===== config.mk =====
export PLATFORM = sky130hd
export DESIGN_NAME = rgb_to_hsv_converter_flat
export DESIGN_NICKNAME = d
export VERILOG_FILES = /design/src/hdl/rhc_pkg.sv /design/src/hdl/rhc_if.sv /design/src/hdl/rhc_front.sv /design/src/hdl/rhc_div.sv /design/src/hdl/rhc_back.sv /design/src/hdl/rgb_to_hsv_converter.sv /design/src/flat_wrapper.sv
export SDC_FILE = /design/constraint.sdc
export NUM_CORES = 2
export LEC_CHECK = 0
export BUFFER_PORTS_ARGS = -buffer_cell sky130_fd_sc_hd__buf_2
export CAP_MARGIN = 20
export CORE_UTILIZATION = 55
export DETAILED_ROUTE_END_ITERATION = 8
export PLACE_DENSITY = 0.71
export SETUP_SLACK_MARGIN = 0.15
export SYNTH_ARGS = -nofsm -noshare
export SYNTH_HDL_FRONTEND = slang
export SYNTH_SLANG_ARGS = --single-unit

===== constraint.sdc =====
create_clock -name clk -period 13.8 [get_ports clk]
set_input_delay 1.38 -clock clk [delete_from_list [all_inputs] [get_ports clk]]
set_output_delay 1.38 -clock clk [all_outputs]
set_load 0.05 [all_outputs]

===== src/hdl/rhc_pkg.sv =====
// ============================================================================
// RGB to HSV converter package
// Shared constants, the hue sextant code and the side information that
// travels with a pixel through the divider pipeline.
// ============================================================================
package rhc_pkg;

  // Default parameter values of the converter.
  localparam int CHANNEL_BITS_DEF  = 8;
  localparam int HUE_FRAC_BITS_DEF = 6;

  // Fixed widths of the result fields.
  localparam int HUE_W = 15;
  localparam int SAT_W = 16;

  // Hue geometry in whole degrees.
  localparam int SEXTANT_DEG    = 60;
  localparam int GREEN_BASE_DEG = 2 * SEXTANT_DEG;
  localparam int BLUE_BASE_DEG  = 4 * SEXTANT_DEG;
  localparam int FULL_DEG       = 360;

  // Channel that holds the maximum, which picks the hue sextant.
  typedef enum logic [1:0] {
    SEL_RED   = 2'd0,
    SEL_GREEN = 2'd1,
    SEL_BLUE  = 2'd2
  } hue_sel_t;

  // Per-pixel information that is needed after the divisions.
  typedef struct packed {
    hue_sel_t sel;
    logic     neg;
    logic     gray;
  } hue_side_t;

endpackage


===== src/hdl/rhc_if.sv =====
// ============================================================================
// RGB to HSV stream interfaces
// Valid/ready channels for the pixel input and for the HSV result.
// ============================================================================
interface rhc_pixel_if #(
  parameter int CHANNEL_BITS = rhc_pkg::CHANNEL_BITS_DEF
) ();
  logic                    valid;
  logic                    ready;
  logic [CHANNEL_BITS-1:0] red_in;
  logic [CHANNEL_BITS-1:0] green_in;
  logic [CHANNEL_BITS-1:0] blue_in;

  modport source (output valid, output red_in, output green_in, output blue_in, input ready);
  modport sink   (input valid, input red_in, input green_in, input blue_in, output ready);
endinterface

interface rhc_hsv_if #(
  parameter int CHANNEL_BITS = rhc_pkg::CHANNEL_BITS_DEF
) ();
  logic                     valid;
  logic                     ready;
  logic [rhc_pkg::HUE_W-1:0] hue_out;
  logic [rhc_pkg::SAT_W-1:0] sat_out;
  logic [CHANNEL_BITS-1:0]   value_out;

  modport source (output valid, output hue_out, output sat_out, output value_out, input ready);
  modport sink   (input valid, input hue_out, input sat_out, input value_out, output ready);
endinterface


===== src/hdl/rhc_front.sv =====
// ============================================================================
// RGB to HSV front end
// Three register stages: max/min search, delta and hue difference, then the
// two dividends of the saturation and hue divisions.
// ============================================================================
module rhc_front #(
  parameter int CHANNEL_BITS      = rhc_pkg::CHANNEL_BITS_DEF,
  parameter int HUE_FRACTION_BITS = rhc_pkg::HUE_FRAC_BITS_DEF,
  parameter int DIV_STEPS         = rhc_pkg::SAT_W
) (
  input  logic                              clk,
  input  logic [2:0]                        ld,
  input  logic [CHANNEL_BITS-1:0]           red,
  input  logic [CHANNEL_BITS-1:0]           green,
  input  logic [CHANNEL_BITS-1:0]           blue,
  output logic [CHANNEL_BITS+DIV_STEPS-1:0] num_sat,
  output logic [CHANNEL_BITS-1:0]           den_sat,
  output logic [CHANNEL_BITS+DIV_STEPS-1:0] num_hue,
  output logic [CHANNEL_BITS-1:0]           den_hue,
  output rhc_pkg::hue_side_t                side
);
  import rhc_pkg::*;

  localparam int CB = CHANNEL_BITS;
  localparam int W  = CHANNEL_BITS + DIV_STEPS;
  localparam logic [W-1:0] HUE_MUL = W'(SEXTANT_DEG) << HUE_FRACTION_BITS;

  // Stage 1 signals.
  logic [CB-1:0] mx_rg, mn_rg;
  logic [CB-1:0] mx1_nxt, mn1_nxt, opa1_nxt, opb1_nxt;
  hue_sel_t      sel1_nxt;
  logic [CB-1:0] mx1_r, mn1_r, opa1_r, opb1_r;
  hue_sel_t      sel1_r;

  // Stage 2 signals.
  logic [CB-1:0] delta2_nxt, mag2_nxt;
  logic          neg2_nxt;
  logic [CB-1:0] delta2_r, mag2_r, mx2_r;
  logic          neg2_r;
  hue_sel_t      sel2_r;

  // Stage 3 signals.
  logic [W-1:0]  num_sat_nxt, num_hue_nxt;
  hue_side_t     side_nxt;
  logic [W-1:0]  num_sat_r, num_hue_r;
  logic [CB-1:0] den_sat_r, den_hue_r;
  hue_side_t     side_r;

  // Largest and smallest channel; the first channel equal to the maximum wins.
  always_comb begin
    mx_rg    = (red > green) ? red : green;
    mn_rg    = (red < green) ? red : green;
    mx1_nxt  = (mx_rg > blue) ? mx_rg : blue;
    mn1_nxt  = (mn_rg < blue) ? mn_rg : blue;
    if (red == mx1_nxt) begin
      sel1_nxt = SEL_RED;
      opa1_nxt = green;
      opb1_nxt = blue;
    end else if (green == mx1_nxt) begin
      sel1_nxt = SEL_GREEN;
      opa1_nxt = blue;
      opb1_nxt = red;
    end else begin
      sel1_nxt = SEL_BLUE;
      opa1_nxt = red;
      opb1_nxt = green;
    end
  end

  always_ff @(posedge clk) begin
    if (ld[0]) begin
      mx1_r  <= mx1_nxt;
      mn1_r  <= mn1_nxt;
      opa1_r <= opa1_nxt;
      opb1_r <= opb1_nxt;
      sel1_r <= sel1_nxt;
    end
  end

  // Delta, and the hue difference split into magnitude and sign.
  always_comb begin
    delta2_nxt = mx1_r - mn1_r;
    neg2_nxt   = (opa1_r < opb1_r);
    mag2_nxt   = neg2_nxt ? (opb1_r - opa1_r) : (opa1_r - opb1_r);
  end

  always_ff @(posedge clk) begin
    if (ld[1]) begin
      delta2_r <= delta2_nxt;
      mag2_r   <= mag2_nxt;
      neg2_r   <= neg2_nxt;
      mx2_r    <= mx1_r;
      sel2_r   <= sel1_r;
    end
  end

  // Dividends: delta * 65535 for saturation, |diff| * 60 * 2^F for hue.
  always_comb begin
    num_sat_nxt   = (W'(delta2_r) << SAT_W) - W'(delta2_r);
    num_hue_nxt   = W'(mag2_r) * HUE_MUL;
    side_nxt.sel  = sel2_r;
    side_nxt.neg  = neg2_r;
    side_nxt.gray = (delta2_r == '0);
  end

  always_ff @(posedge clk) begin
    if (ld[2]) begin
      num_sat_r <= num_sat_nxt;
      num_hue_r <= num_hue_nxt;
      den_sat_r <= mx2_r;
      den_hue_r <= delta2_r;
      side_r    <= side_nxt;
    end
  end

  assign num_sat = num_sat_r;
  assign den_sat = den_sat_r;
  assign num_hue = num_hue_r;
  assign den_hue = den_hue_r;
  assign side    = side_r;

endmodule


===== src/hdl/rhc_div.sv =====
// ============================================================================
// RGB to HSV divider pipeline
// Two restoring dividers in lockstep, one quotient bit per register stage.
// Lane A divides for saturation, lane B for hue; side data rides along.
// ============================================================================
module rhc_div #(
  parameter int CHANNEL_BITS = rhc_pkg::CHANNEL_BITS_DEF,
  parameter int DIV_STEPS    = rhc_pkg::SAT_W
) (
  input  logic                              clk,
  input  logic [DIV_STEPS-1:0]              ld,
  input  logic [CHANNEL_BITS+DIV_STEPS-1:0] num_a,
  input  logic [CHANNEL_BITS-1:0]           den_a,
  input  logic [CHANNEL_BITS+DIV_STEPS-1:0] num_b,
  input  logic [CHANNEL_BITS-1:0]           den_b,
  input  rhc_pkg::hue_side_t                side_in,
  output logic [DIV_STEPS-1:0]              quo_a,
  output logic [CHANNEL_BITS-1:0]           den_a_out,
  output logic [DIV_STEPS-1:0]              quo_b,
  output rhc_pkg::hue_side_t                side_out
);
  import rhc_pkg::*;

  localparam int CB = CHANNEL_BITS;
  localparam int Q  = DIV_STEPS;

  // Per-stage registers of both lanes.
  logic [CB-1:0] rem_a_r [Q];
  logic [CB-1:0] rem_b_r [Q];
  logic [Q-1:0]  lo_a_r  [Q];
  logic [Q-1:0]  lo_b_r  [Q];
  logic [Q-1:0]  quo_a_r [Q];
  logic [Q-1:0]  quo_b_r [Q];
  logic [CB-1:0] den_a_r [Q];
  logic [CB-1:0] den_b_r [Q];
  hue_side_t     side_r  [Q];

  // One compare-and-subtract step. The partial remainder is below the divisor,
  // so after a subtraction it fits the channel width again.
  function automatic logic [CB:0] div_step(input logic [CB-1:0] rem, input logic nb,
                                           input logic [CB-1:0] den);
    logic [CB:0] t;
    logic [CB:0] d;
    t = {rem, nb};
    d = {1'b0, den};
    if (t >= d) begin
      return {CB'(t - d), 1'b1};
    end else begin
      return {CB'(t), 1'b0};
    end
  endfunction

  for (genvar j = 0; j < Q; j++) begin : g_stage
    logic [CB-1:0] rem_a, rem_b, dn_a, dn_b;
    logic [Q-1:0]  lo_a, lo_b, qa, qb;
    hue_side_t     sd;
    logic [CB:0]   step_a_nxt, step_b_nxt;

    // The first stage takes the top bits of the dividend as its remainder.
    if (j == 0) begin : g_first
      assign rem_a = num_a[CB+Q-1:Q];
      assign rem_b = num_b[CB+Q-1:Q];
      assign lo_a  = num_a[Q-1:0];
      assign lo_b  = num_b[Q-1:0];
      assign qa    = '0;
      assign qb    = '0;
      assign dn_a  = den_a;
      assign dn_b  = den_b;
      assign sd    = side_in;
    end else begin : g_next
      assign rem_a = rem_a_r[j-1];
      assign rem_b = rem_b_r[j-1];
      assign lo_a  = lo_a_r[j-1];
      assign lo_b  = lo_b_r[j-1];
      assign qa    = quo_a_r[j-1];
      assign qb    = quo_b_r[j-1];
      assign dn_a  = den_a_r[j-1];
      assign dn_b  = den_b_r[j-1];
      assign sd    = side_r[j-1];
    end

    assign step_a_nxt = div_step(rem_a, lo_a[Q-1], dn_a);
    assign step_b_nxt = div_step(rem_b, lo_b[Q-1], dn_b);

    always_ff @(posedge clk) begin
      if (ld[j]) begin
        rem_a_r[j] <= step_a_nxt[CB:1];
        rem_b_r[j] <= step_b_nxt[CB:1];
        lo_a_r[j]  <= lo_a << 1;
        lo_b_r[j]  <= lo_b << 1;
        quo_a_r[j] <= {qa[Q-2:0], step_a_nxt[0]};
        quo_b_r[j] <= {qb[Q-2:0], step_b_nxt[0]};
        den_a_r[j] <= dn_a;
        den_b_r[j] <= dn_b;
        side_r[j]  <= sd;
      end
    end
  end

  assign quo_a     = quo_a_r[Q-1];
  assign quo_b     = quo_b_r[Q-1];
  assign den_a_out = den_a_r[Q-1];
  assign side_out  = side_r[Q-1];

endmodule


===== src/hdl/rhc_back.sv =====
// ============================================================================
// RGB to HSV back end
// Adds the sextant offset to the signed hue fraction, wraps negative hues,
// zeroes gray pixels' hue and saturation and holds the result in a register.
// ============================================================================
module rhc_back #(
  parameter int CHANNEL_BITS      = rhc_pkg::CHANNEL_BITS_DEF,
  parameter int HUE_FRACTION_BITS = rhc_pkg::HUE_FRAC_BITS_DEF,
  parameter int DIV_STEPS         = rhc_pkg::SAT_W
) (
  input  logic                      clk,
  input  logic                      ld,
  input  logic [DIV_STEPS-1:0]      quo_sat,
  input  logic [DIV_STEPS-1:0]      quo_hue,
  input  logic [CHANNEL_BITS-1:0]   value,
  input  rhc_pkg::hue_side_t        side,
  output logic [rhc_pkg::HUE_W-1:0] hue_out,
  output logic [rhc_pkg::SAT_W-1:0] sat_out,
  output logic [CHANNEL_BITS-1:0]   value_out
);
  import rhc_pkg::*;

  // 300 degrees plus sign at the chosen fraction fits in HS bits.
  localparam int HS = HUE_FRACTION_BITS + 11;
  localparam logic signed [HS-1:0] GREEN_S = HS'(GREEN_BASE_DEG) <<< HUE_FRACTION_BITS;
  localparam logic signed [HS-1:0] BLUE_S  = HS'(BLUE_BASE_DEG) <<< HUE_FRACTION_BITS;
  localparam logic signed [HS-1:0] FULL_S  = HS'(FULL_DEG) <<< HUE_FRACTION_BITS;

  logic signed [HS-1:0]   mag_s, base_s, sum_s, wrap_s;
  logic [HUE_W-1:0]       hue_nxt;
  logic [SAT_W-1:0]       sat_nxt;
  logic [HUE_W-1:0]       hue_r;
  logic [SAT_W-1:0]       sat_r;
  logic [CHANNEL_BITS-1:0] value_r;

  // Sextant offset plus the fraction, wrapped into one full turn.
  always_comb begin
    mag_s = $signed(HS'(quo_hue));
    case (side.sel)
      SEL_RED:   base_s = '0;
      SEL_GREEN: base_s = GREEN_S;
      SEL_BLUE:  base_s = BLUE_S;
      default:   base_s = '0;
    endcase
    sum_s   = side.neg ? (base_s - mag_s) : (base_s + mag_s);
    wrap_s  = (sum_s < 0) ? (sum_s + FULL_S) : sum_s;
    hue_nxt = side.gray ? '0 : HUE_W'($unsigned(wrap_s));
    sat_nxt = side.gray ? '0 : quo_sat[SAT_W-1:0];
  end

  always_ff @(posedge clk) begin
    if (ld) begin
      hue_r   <= hue_nxt;
      sat_r   <= sat_nxt;
      value_r <= value;
    end
  end

  assign hue_out   = hue_r;
  assign sat_out   = sat_r;
  assign value_out = value_r;

endmodule


===== src/hdl/rgb_to_hsv_converter.sv =====
// ============================================================================
// RGB to HSV converter
// Streaming colour space conversion, one pixel per clock while the output is not stalled.
// ============================================================================
// Usage: pixels arrive as beats on in_pix (red, green, blue, each
// CHANNEL_BITS wide) and leave as beats on out_hsv (hue in 1/2^F degree
// units, 16-bit saturation, value equal to the largest channel). A beat moves
// when valid and ready are both high at a rising edge of clk.
// The pipeline has DIV_STEPS + 4 register stages, where DIV_STEPS is the
// larger of 16 and HUE_FRACTION_BITS + 6: three front stages, one stage per
// quotient bit of the two restoring dividers, and the output register.
// An accepted pixel moves through the front stages, the divider stages and the
// output register in order. Throughput is one pixel per cycle when unstalled.
// Each stage has its own valid bit and takes a new beat whenever it is empty
// or its successor moves on, so bubbles close up under back-pressure. When
// the receiver stalls, in_pix.ready stays high until every stage is full.
// The synchronous active-low reset clears all valid bits; the datapath is not
// reset. The parameters must match those of the connected interfaces.
// ============================================================================
module rgb_to_hsv_converter #(
  parameter int CHANNEL_BITS      = rhc_pkg::CHANNEL_BITS_DEF,
  parameter int HUE_FRACTION_BITS = rhc_pkg::HUE_FRAC_BITS_DEF
) (
  input  logic       clk,
  input  logic       rst_n,
  rhc_pixel_if.sink  in_pix,
  rhc_hsv_if.source  out_hsv
);
  import rhc_pkg::*;

  localparam int DIV_STEPS = (HUE_FRACTION_BITS + 6 > SAT_W) ? (HUE_FRACTION_BITS + 6) : SAT_W;
  localparam int NSTG      = DIV_STEPS + 4;
  localparam int CB        = CHANNEL_BITS;
  localparam int W         = CHANNEL_BITS + DIV_STEPS;

  logic [NSTG-1:0] vld_r, vld_nxt, vld_in, rdy, ld;

  logic [W-1:0]     num_sat, num_hue;
  logic [CB-1:0]    den_sat, den_hue, value_d;
  logic [DIV_STEPS-1:0] quo_sat, quo_hue;
  hue_side_t        side_f, side_d;

  // A stage may load when it or any stage after it is empty, or the output moves.
  for (genvar k = 0; k < NSTG; k++) begin : g_rdy
    assign rdy[k] = out_hsv.ready || !(&vld_r[NSTG-1:k]);
  end

  // Valid bits travel one stage per load.
  always_comb begin
    vld_in  = {vld_r[NSTG-2:0], in_pix.valid};
    ld      = rdy & vld_in;
    vld_nxt = (rdy & vld_in) | (~rdy & vld_r);
  end

  always_ff @(posedge clk) begin
    if (!rst_n) begin
      vld_r <= '0;
    end else begin
      vld_r <= vld_nxt;
    end
  end

  assign in_pix.ready  = rdy[0];
  assign out_hsv.valid = vld_r[NSTG-1];

  // Max/min search, differences and dividends.
  rhc_front #(
    .CHANNEL_BITS      (CHANNEL_BITS),
    .HUE_FRACTION_BITS (HUE_FRACTION_BITS),
    .DIV_STEPS         (DIV_STEPS)
  ) u_front (
    .clk     (clk),
    .ld      (ld[2:0]),
    .red     (in_pix.red_in),
    .green   (in_pix.green_in),
    .blue    (in_pix.blue_in),
    .num_sat (num_sat),
    .den_sat (den_sat),
    .num_hue (num_hue),
    .den_hue (den_hue),
    .side    (side_f)
  );

  // Saturation and hue divisions; the saturation divisor is the value.
  rhc_div #(
    .CHANNEL_BITS (CHANNEL_BITS),
    .DIV_STEPS    (DIV_STEPS)
  ) u_div (
    .clk       (clk),
    .ld        (ld[DIV_STEPS+2:3]),
    .num_a     (num_sat),
    .den_a     (den_sat),
    .num_b     (num_hue),
    .den_b     (den_hue),
    .side_in   (side_f),
    .quo_a     (quo_sat),
    .den_a_out (value_d),
    .quo_b     (quo_hue),
    .side_out  (side_d)
  );

  // Hue assembly and output register.
  rhc_back #(
    .CHANNEL_BITS      (CHANNEL_BITS),
    .HUE_FRACTION_BITS (HUE_FRACTION_BITS),
    .DIV_STEPS         (DIV_STEPS)
  ) u_back (
    .clk       (clk),
    .ld        (ld[NSTG-1]),
    .quo_sat   (quo_sat),
    .quo_hue   (quo_hue),
    .value     (value_d),
    .side      (side_d),
    .hue_out   (out_hsv.hue_out),
    .sat_out   (out_hsv.sat_out),
    .value_out (out_hsv.value_out)
  );

  // The pipeline is empty after reset.
  a_reset_empty: assert property (@(posedge clk) !rst_n |=> !out_hsv.valid)
    else $error("result beat presented straight after reset");

  // Input back-pressure only arises when every stage is full and the output stalls.
  a_backpressure: assert property (@(posedge clk) disable iff (!rst_n)
    !in_pix.ready |-> (out_hsv.valid && !out_hsv.ready))
    else $error("input stalled while the pipeline has room");

  // Zero saturation only comes from a gray pixel, whose hue is zero.
  a_gray_hue: assert property (@(posedge clk) disable iff (!rst_n)
    (out_hsv.valid && out_hsv.sat_out == '0) |-> (out_hsv.hue_out == '0))
    else $error("unsaturated pixel with non-zero hue");

  // A black pixel has no saturation.
  a_black_sat: assert property (@(posedge clk) disable iff (!rst_n)
    (out_hsv.valid && out_hsv.value_out == '0) |-> (out_hsv.sat_out == '0))
    else $error("black pixel with non-zero saturation");

  // Hue stays below a full turn whenever a full turn fits the hue field.
  a_hue_range: assert property (@(posedge clk) disable iff (!rst_n)
    out_hsv.valid |-> ((HUE_FRACTION_BITS > 6) ||
                       (out_hsv.hue_out < HUE_W'(FULL_DEG << HUE_FRACTION_BITS))))
    else $error("hue outside one full turn");

endmodule

===== src/flat_wrapper.sv =====
// flat-port wrapper written by rule: the top's interface ports become plain ports
module rgb_to_hsv_converter_flat import rhc_pkg::*;
#(
  parameter int CHANNEL_BITS      = rhc_pkg::CHANNEL_BITS_DEF,
  parameter int HUE_FRACTION_BITS = rhc_pkg::HUE_FRAC_BITS_DEF
)
  (clk, rst_n, in_pix_valid, in_pix_red_in, in_pix_green_in, in_pix_blue_in, in_pix_ready, out_hsv_valid, out_hsv_hue_out, out_hsv_sat_out, out_hsv_value_out, out_hsv_ready);
  rhc_pixel_if #(.CHANNEL_BITS(CHANNEL_BITS)) in_pix_i ();
  rhc_hsv_if #(.CHANNEL_BITS(CHANNEL_BITS)) out_hsv_i ();
  input  logic clk;
  input  logic rst_n;
  input wire logic [$bits(in_pix_i.valid)-1:0] in_pix_valid;
  input wire logic [$bits(in_pix_i.red_in)-1:0] in_pix_red_in;
  input wire logic [$bits(in_pix_i.green_in)-1:0] in_pix_green_in;
  input wire logic [$bits(in_pix_i.blue_in)-1:0] in_pix_blue_in;
  output wire logic [$bits(in_pix_i.ready)-1:0] in_pix_ready;
  output wire logic [$bits(out_hsv_i.valid)-1:0] out_hsv_valid;
  output wire logic [$bits(out_hsv_i.hue_out)-1:0] out_hsv_hue_out;
  output wire logic [$bits(out_hsv_i.sat_out)-1:0] out_hsv_sat_out;
  output wire logic [$bits(out_hsv_i.value_out)-1:0] out_hsv_value_out;
  input wire logic [$bits(out_hsv_i.ready)-1:0] out_hsv_ready;
  assign in_pix_i.valid = in_pix_valid;
  assign in_pix_i.red_in = in_pix_red_in;
  assign in_pix_i.green_in = in_pix_green_in;
  assign in_pix_i.blue_in = in_pix_blue_in;
  assign in_pix_ready = in_pix_i.ready;
  assign out_hsv_valid = out_hsv_i.valid;
  assign out_hsv_hue_out = out_hsv_i.hue_out;
  assign out_hsv_sat_out = out_hsv_i.sat_out;
  assign out_hsv_value_out = out_hsv_i.value_out;
  assign out_hsv_i.ready = out_hsv_ready;
  rgb_to_hsv_converter #(.CHANNEL_BITS(CHANNEL_BITS), .HUE_FRACTION_BITS(HUE_FRACTION_BITS)) u_core (.clk(clk), .rst_n(rst_n), .in_pix(in_pix_i), .out_hsv(out_hsv_i));
endmodule

==> summary.txt <==
Synthesis
  • Post-Syn Area: 51100 um^2
  • Post-synth ARST share: 0%
  • Post-synth cell types: 66
  • Post-synthesis sequential area ratio: 65.9%
  • Mapped Cells: 3576
  • Post-synthesis register bit count: 1128
  • Yosys warning count: 0
  • Main synth FF type: edfxtp_1
  • EDFF count, synth: 1108
  • Syn_nets: 3981
  • Syn_area_per_cell: 14.3 um^2

Detailed routing
  • Drt first pass iters: 5
  • DRC Markers: 0
  • DRT iter0 DRCs: 1238
  • Met3 Routed Length: 2350 um
  • Wirelength per Cell: 15.5 um
  • Highest layer used for signal routing: met4
  • Total Routed Length: 79100 um
  • Via count: 26500
  • DRT antenna net count: 0
  • Met1 wire length: 30100 um
  • Vias/cell: 5.21
  • Met2 WL: 44500 um

Power
  • VDD IR-drop max: 0.102 mV
  • Sw Ratio: 21.1%
  • Seq pwr share: 52.0%
  • Logic pwr share: 6.0%
  • Pwr per Cell Area: 129 nW/um^2
  • Int Pwr: 5.81 mW
  • Leakage: 21.4 nW
  • NetSw: 1.55 mW
  • Power Total: 7.37 mW
  • Power share of the clock group: 42.0%

Floorplan
  • Core area: 91800 um^2
  • Die ar.: 94100 um^2
  • Initial Util: 55.6%
  • Io pins: 69
  • Die height: 307 um
  • Die width: 307 um
  • Rows: 111

GRT
  • Total global-route track usage: 17.3%
  • Vias in the first global route: 27900
  • Global-route wire length before repair: 132000 um
  • Initial antenna violation count: 0
  • Gr ovfl total: 0
  • Largest net degree at the start of global routing: 67

STA
  • Max-slew violations: 0
  • Setup violators final: 0
  • Measured slew at the worst slew-check pin: 1040 ps
  • Setup tns final: 0 ps
  • Hold Violations, Final: 0
  • Final period util: 40.8%
  • FMAX: 0.178 GHz
  • Rel. slew slack: 30.5%
  • Period minus WS final: 5630 ps
  • Fin Clk Skew: 32.4 ps
  • RSZ-0062 raised after global routing: false

Worst setup path
  • WP data arrival: 6150 ps
  • Worst EP required: 14320 ps
  • Critical path endpoint category: register
  • Crit Path Category: input port to register
  • Worst reg2reg startpoint: u_core.u_div.den_b_r[0][25]
  • CP Launch Point: in_pix_green_in[1]
  • Crit path launch type: input port
  • Crit Path Max Fanout: 17

Clock network
  • Post-CTS setup buffer count: 0
  • Htree depth: 3
  • Count of clock tree sinks: 1128
  • Post-cts sizing count: 0
  • Clock Pin Slew Worst Setup and Hold Paths: 70 ps
  • Clk Latency, worst-skew pair: 690 ps
  • TritonCTS clock tree: built
  • TritonCTS Buffers: 111
  • CTS root buf: clkbuf_16
  • Cts hold-fix bufs: 0
  • Max Root-Sink Buffers: 3

Placed design
  • Routability Congestion: 0.843
  • DP HPWL: 56600 um
  • Placed Area: 53200 um^2
  • IO Port Bufs: 68

Cells and area
  • Most frequent cells in the layout: edfxtp_1 (1108), inv_1 (478), ha_1 (330)
  • Fill cells: 6665
  • Most common cell after layout, fill and taps aside: edfxtp_1
  • Nets: 4164
  • Antenna Cells: 0
  • Share of post-route cells with drive strength above 1: 11.8%
  • Syn-to-layout area delta: 11.6%
  • Design area: 57000 um^2

Worst hold path
  • Worst hold path startpoint: u_core.u_div.side_r[0][13]
  • Hold Path Class: register to register

Status
  • Status: finished, final reports clean

Flow run
  • Max-capacitance violation count: 0
area by class of cell:
cell class	instances	area [um^2]	area share, %
Multi-Input combinational cell	1944	15600	27.4
Timing Repair Buffer	95	543	0.953
Inverter	479	1800	3.16
Sequential cell	1128	33700	59.1
Tap cell	1243	1560	2.73
Clock buffer	136	2920	5.13
Clock inverter	68	862	1.51
metal layers:
| metal | vias to the layer above | global-route usage, % |
|---|---|---|
| li1 | 13300 | - |
| met5 | - | 0 |
| met1 | 12800 | 18.0 |
| met2 | 330 | 34.8 |
| met4 | 0 | 6.17 |
| met3 | 137 | 2.51 |
state kept, by name, indices dropped and copies added (netlist names), 23 cells and up, named ones only:
register and flops:
u_core.u_div.lo_b_r 28, u_core.u_div.quo_a_r 136, u_core.u_div.side_r 64, u_core.u_div.rem_b_r 120
u_core.u_div.den_b_r 119, u_core.u_div.quo_b_r 136, u_core.u_div.lo_a_r 103, u_core.u_div.rem_a_r 120
u_core.u_front.num_sat 23, u_core.u_div.den_a_r 128
power groups by stage:
stage | clock, mW | combinational (mW) | sequential [mW]
after floorplan | 0 | 0.350 | 3.89
after global placement | 0 | 0.436 | 3.90
after detailed placement | 0 | 0.446 | 3.90
after CTS | 3.17 | 0.450 | 3.83
after global routing | 3.30 | 0.505 | 3.83
final | 3.09 | 0.444 | 3.83
cells in the mapped netlist (39+ instances only):
| cell type | instances | share of area [%] |
|---|---|---|
| a21boi_1 | 39 | 0.57 |
| fa_1 | 47 | 1.8 |
| mux2i_1 | 92 | 1.8 |
| ha_1 | 330 | 8.1 |
| nor2b_1 | 109 | 1.3 |
| xor2_1 | 51 | 0.87 |
| mux2_2 | 154 | 3.4 |
| inv_1 | 478 | 3.5 |
| nor2_1 | 293 | 2.2 |
| nand2b_1 | 40 | 0.49 |
| nand4_1 | 57 | 0.70 |
| o21ai_0 | 177 | 1.7 |
| a21o_1 | 43 | 0.63 |
| a21boi_0 | 59 | 0.87 |
| edfxtp_1 | 1108 | 65 |
| xnor2_1 | 97 | 1.7 |
| nand2_1 | 101 | 0.74 |
| a21oi_1 | 85 | 0.83 |
worst max-delay path, cell delays in order:
cell      delay, ps
buf_2           160
inv_1            90
ha_1            310
nor2b_1         130
o211ai_1        170
a21oi_1         120
o21bai_1        140
buf_4           250
mux2_2          380
ha_1            290
and3_4          190
a221o_1         370
a22o_2          350
nor3_1          280
a221oi_1        110
nor2_1          190
a21oi_1         110
nor3_2          480
buf_4           360
mux2i_1         260
kinds of logic after synthesis:
kind of cell	after synthesis	share of synthesized area, %
buffers and inverters	504	3.82
muxes	252	5.33
xor gates and xnor gates	148	2.54
and+or+nand+nor	657	6.10
adders and majority gates	377	9.93
AOI/OAI and AO/OA	510	6.34
DFF	1128	65.9
stage by stage:
| step | std cells | util, % | hold slack, ps | setup slack [ps] |
|---|---|---|---|---|
| after floorplan | 3576 | - | 400 | 6620 |
| after global placement | 4888 | 57.9 | 400 | 7540 |
| after detailed placement | 4888 | 57.9 | 405 | 7460 |
| after CTS | 5092 | 62.0 | 392 | 8170 |
| after global routing | 5093 | 62.1 | 409 | 7830 |
| final | 5093 | 62.1 | 404 | 8170 |
final timing paths:
kind / slack (ps) / cells past startpoint / endpoint
worst max register to register: 10270 / 11 / u_core.u_div.rem_b_r[0][37]
worst max-delay path: 8170 / 20 / u_core.u_front.opa1_r[6]
worst min-delay path: 400 / 0 / u_core.u_div.side_r[0][17]
worst min register to register: 400 / 0 / u_core.u_div.side_r[0][17]
(Power assumes the default switching activity.)
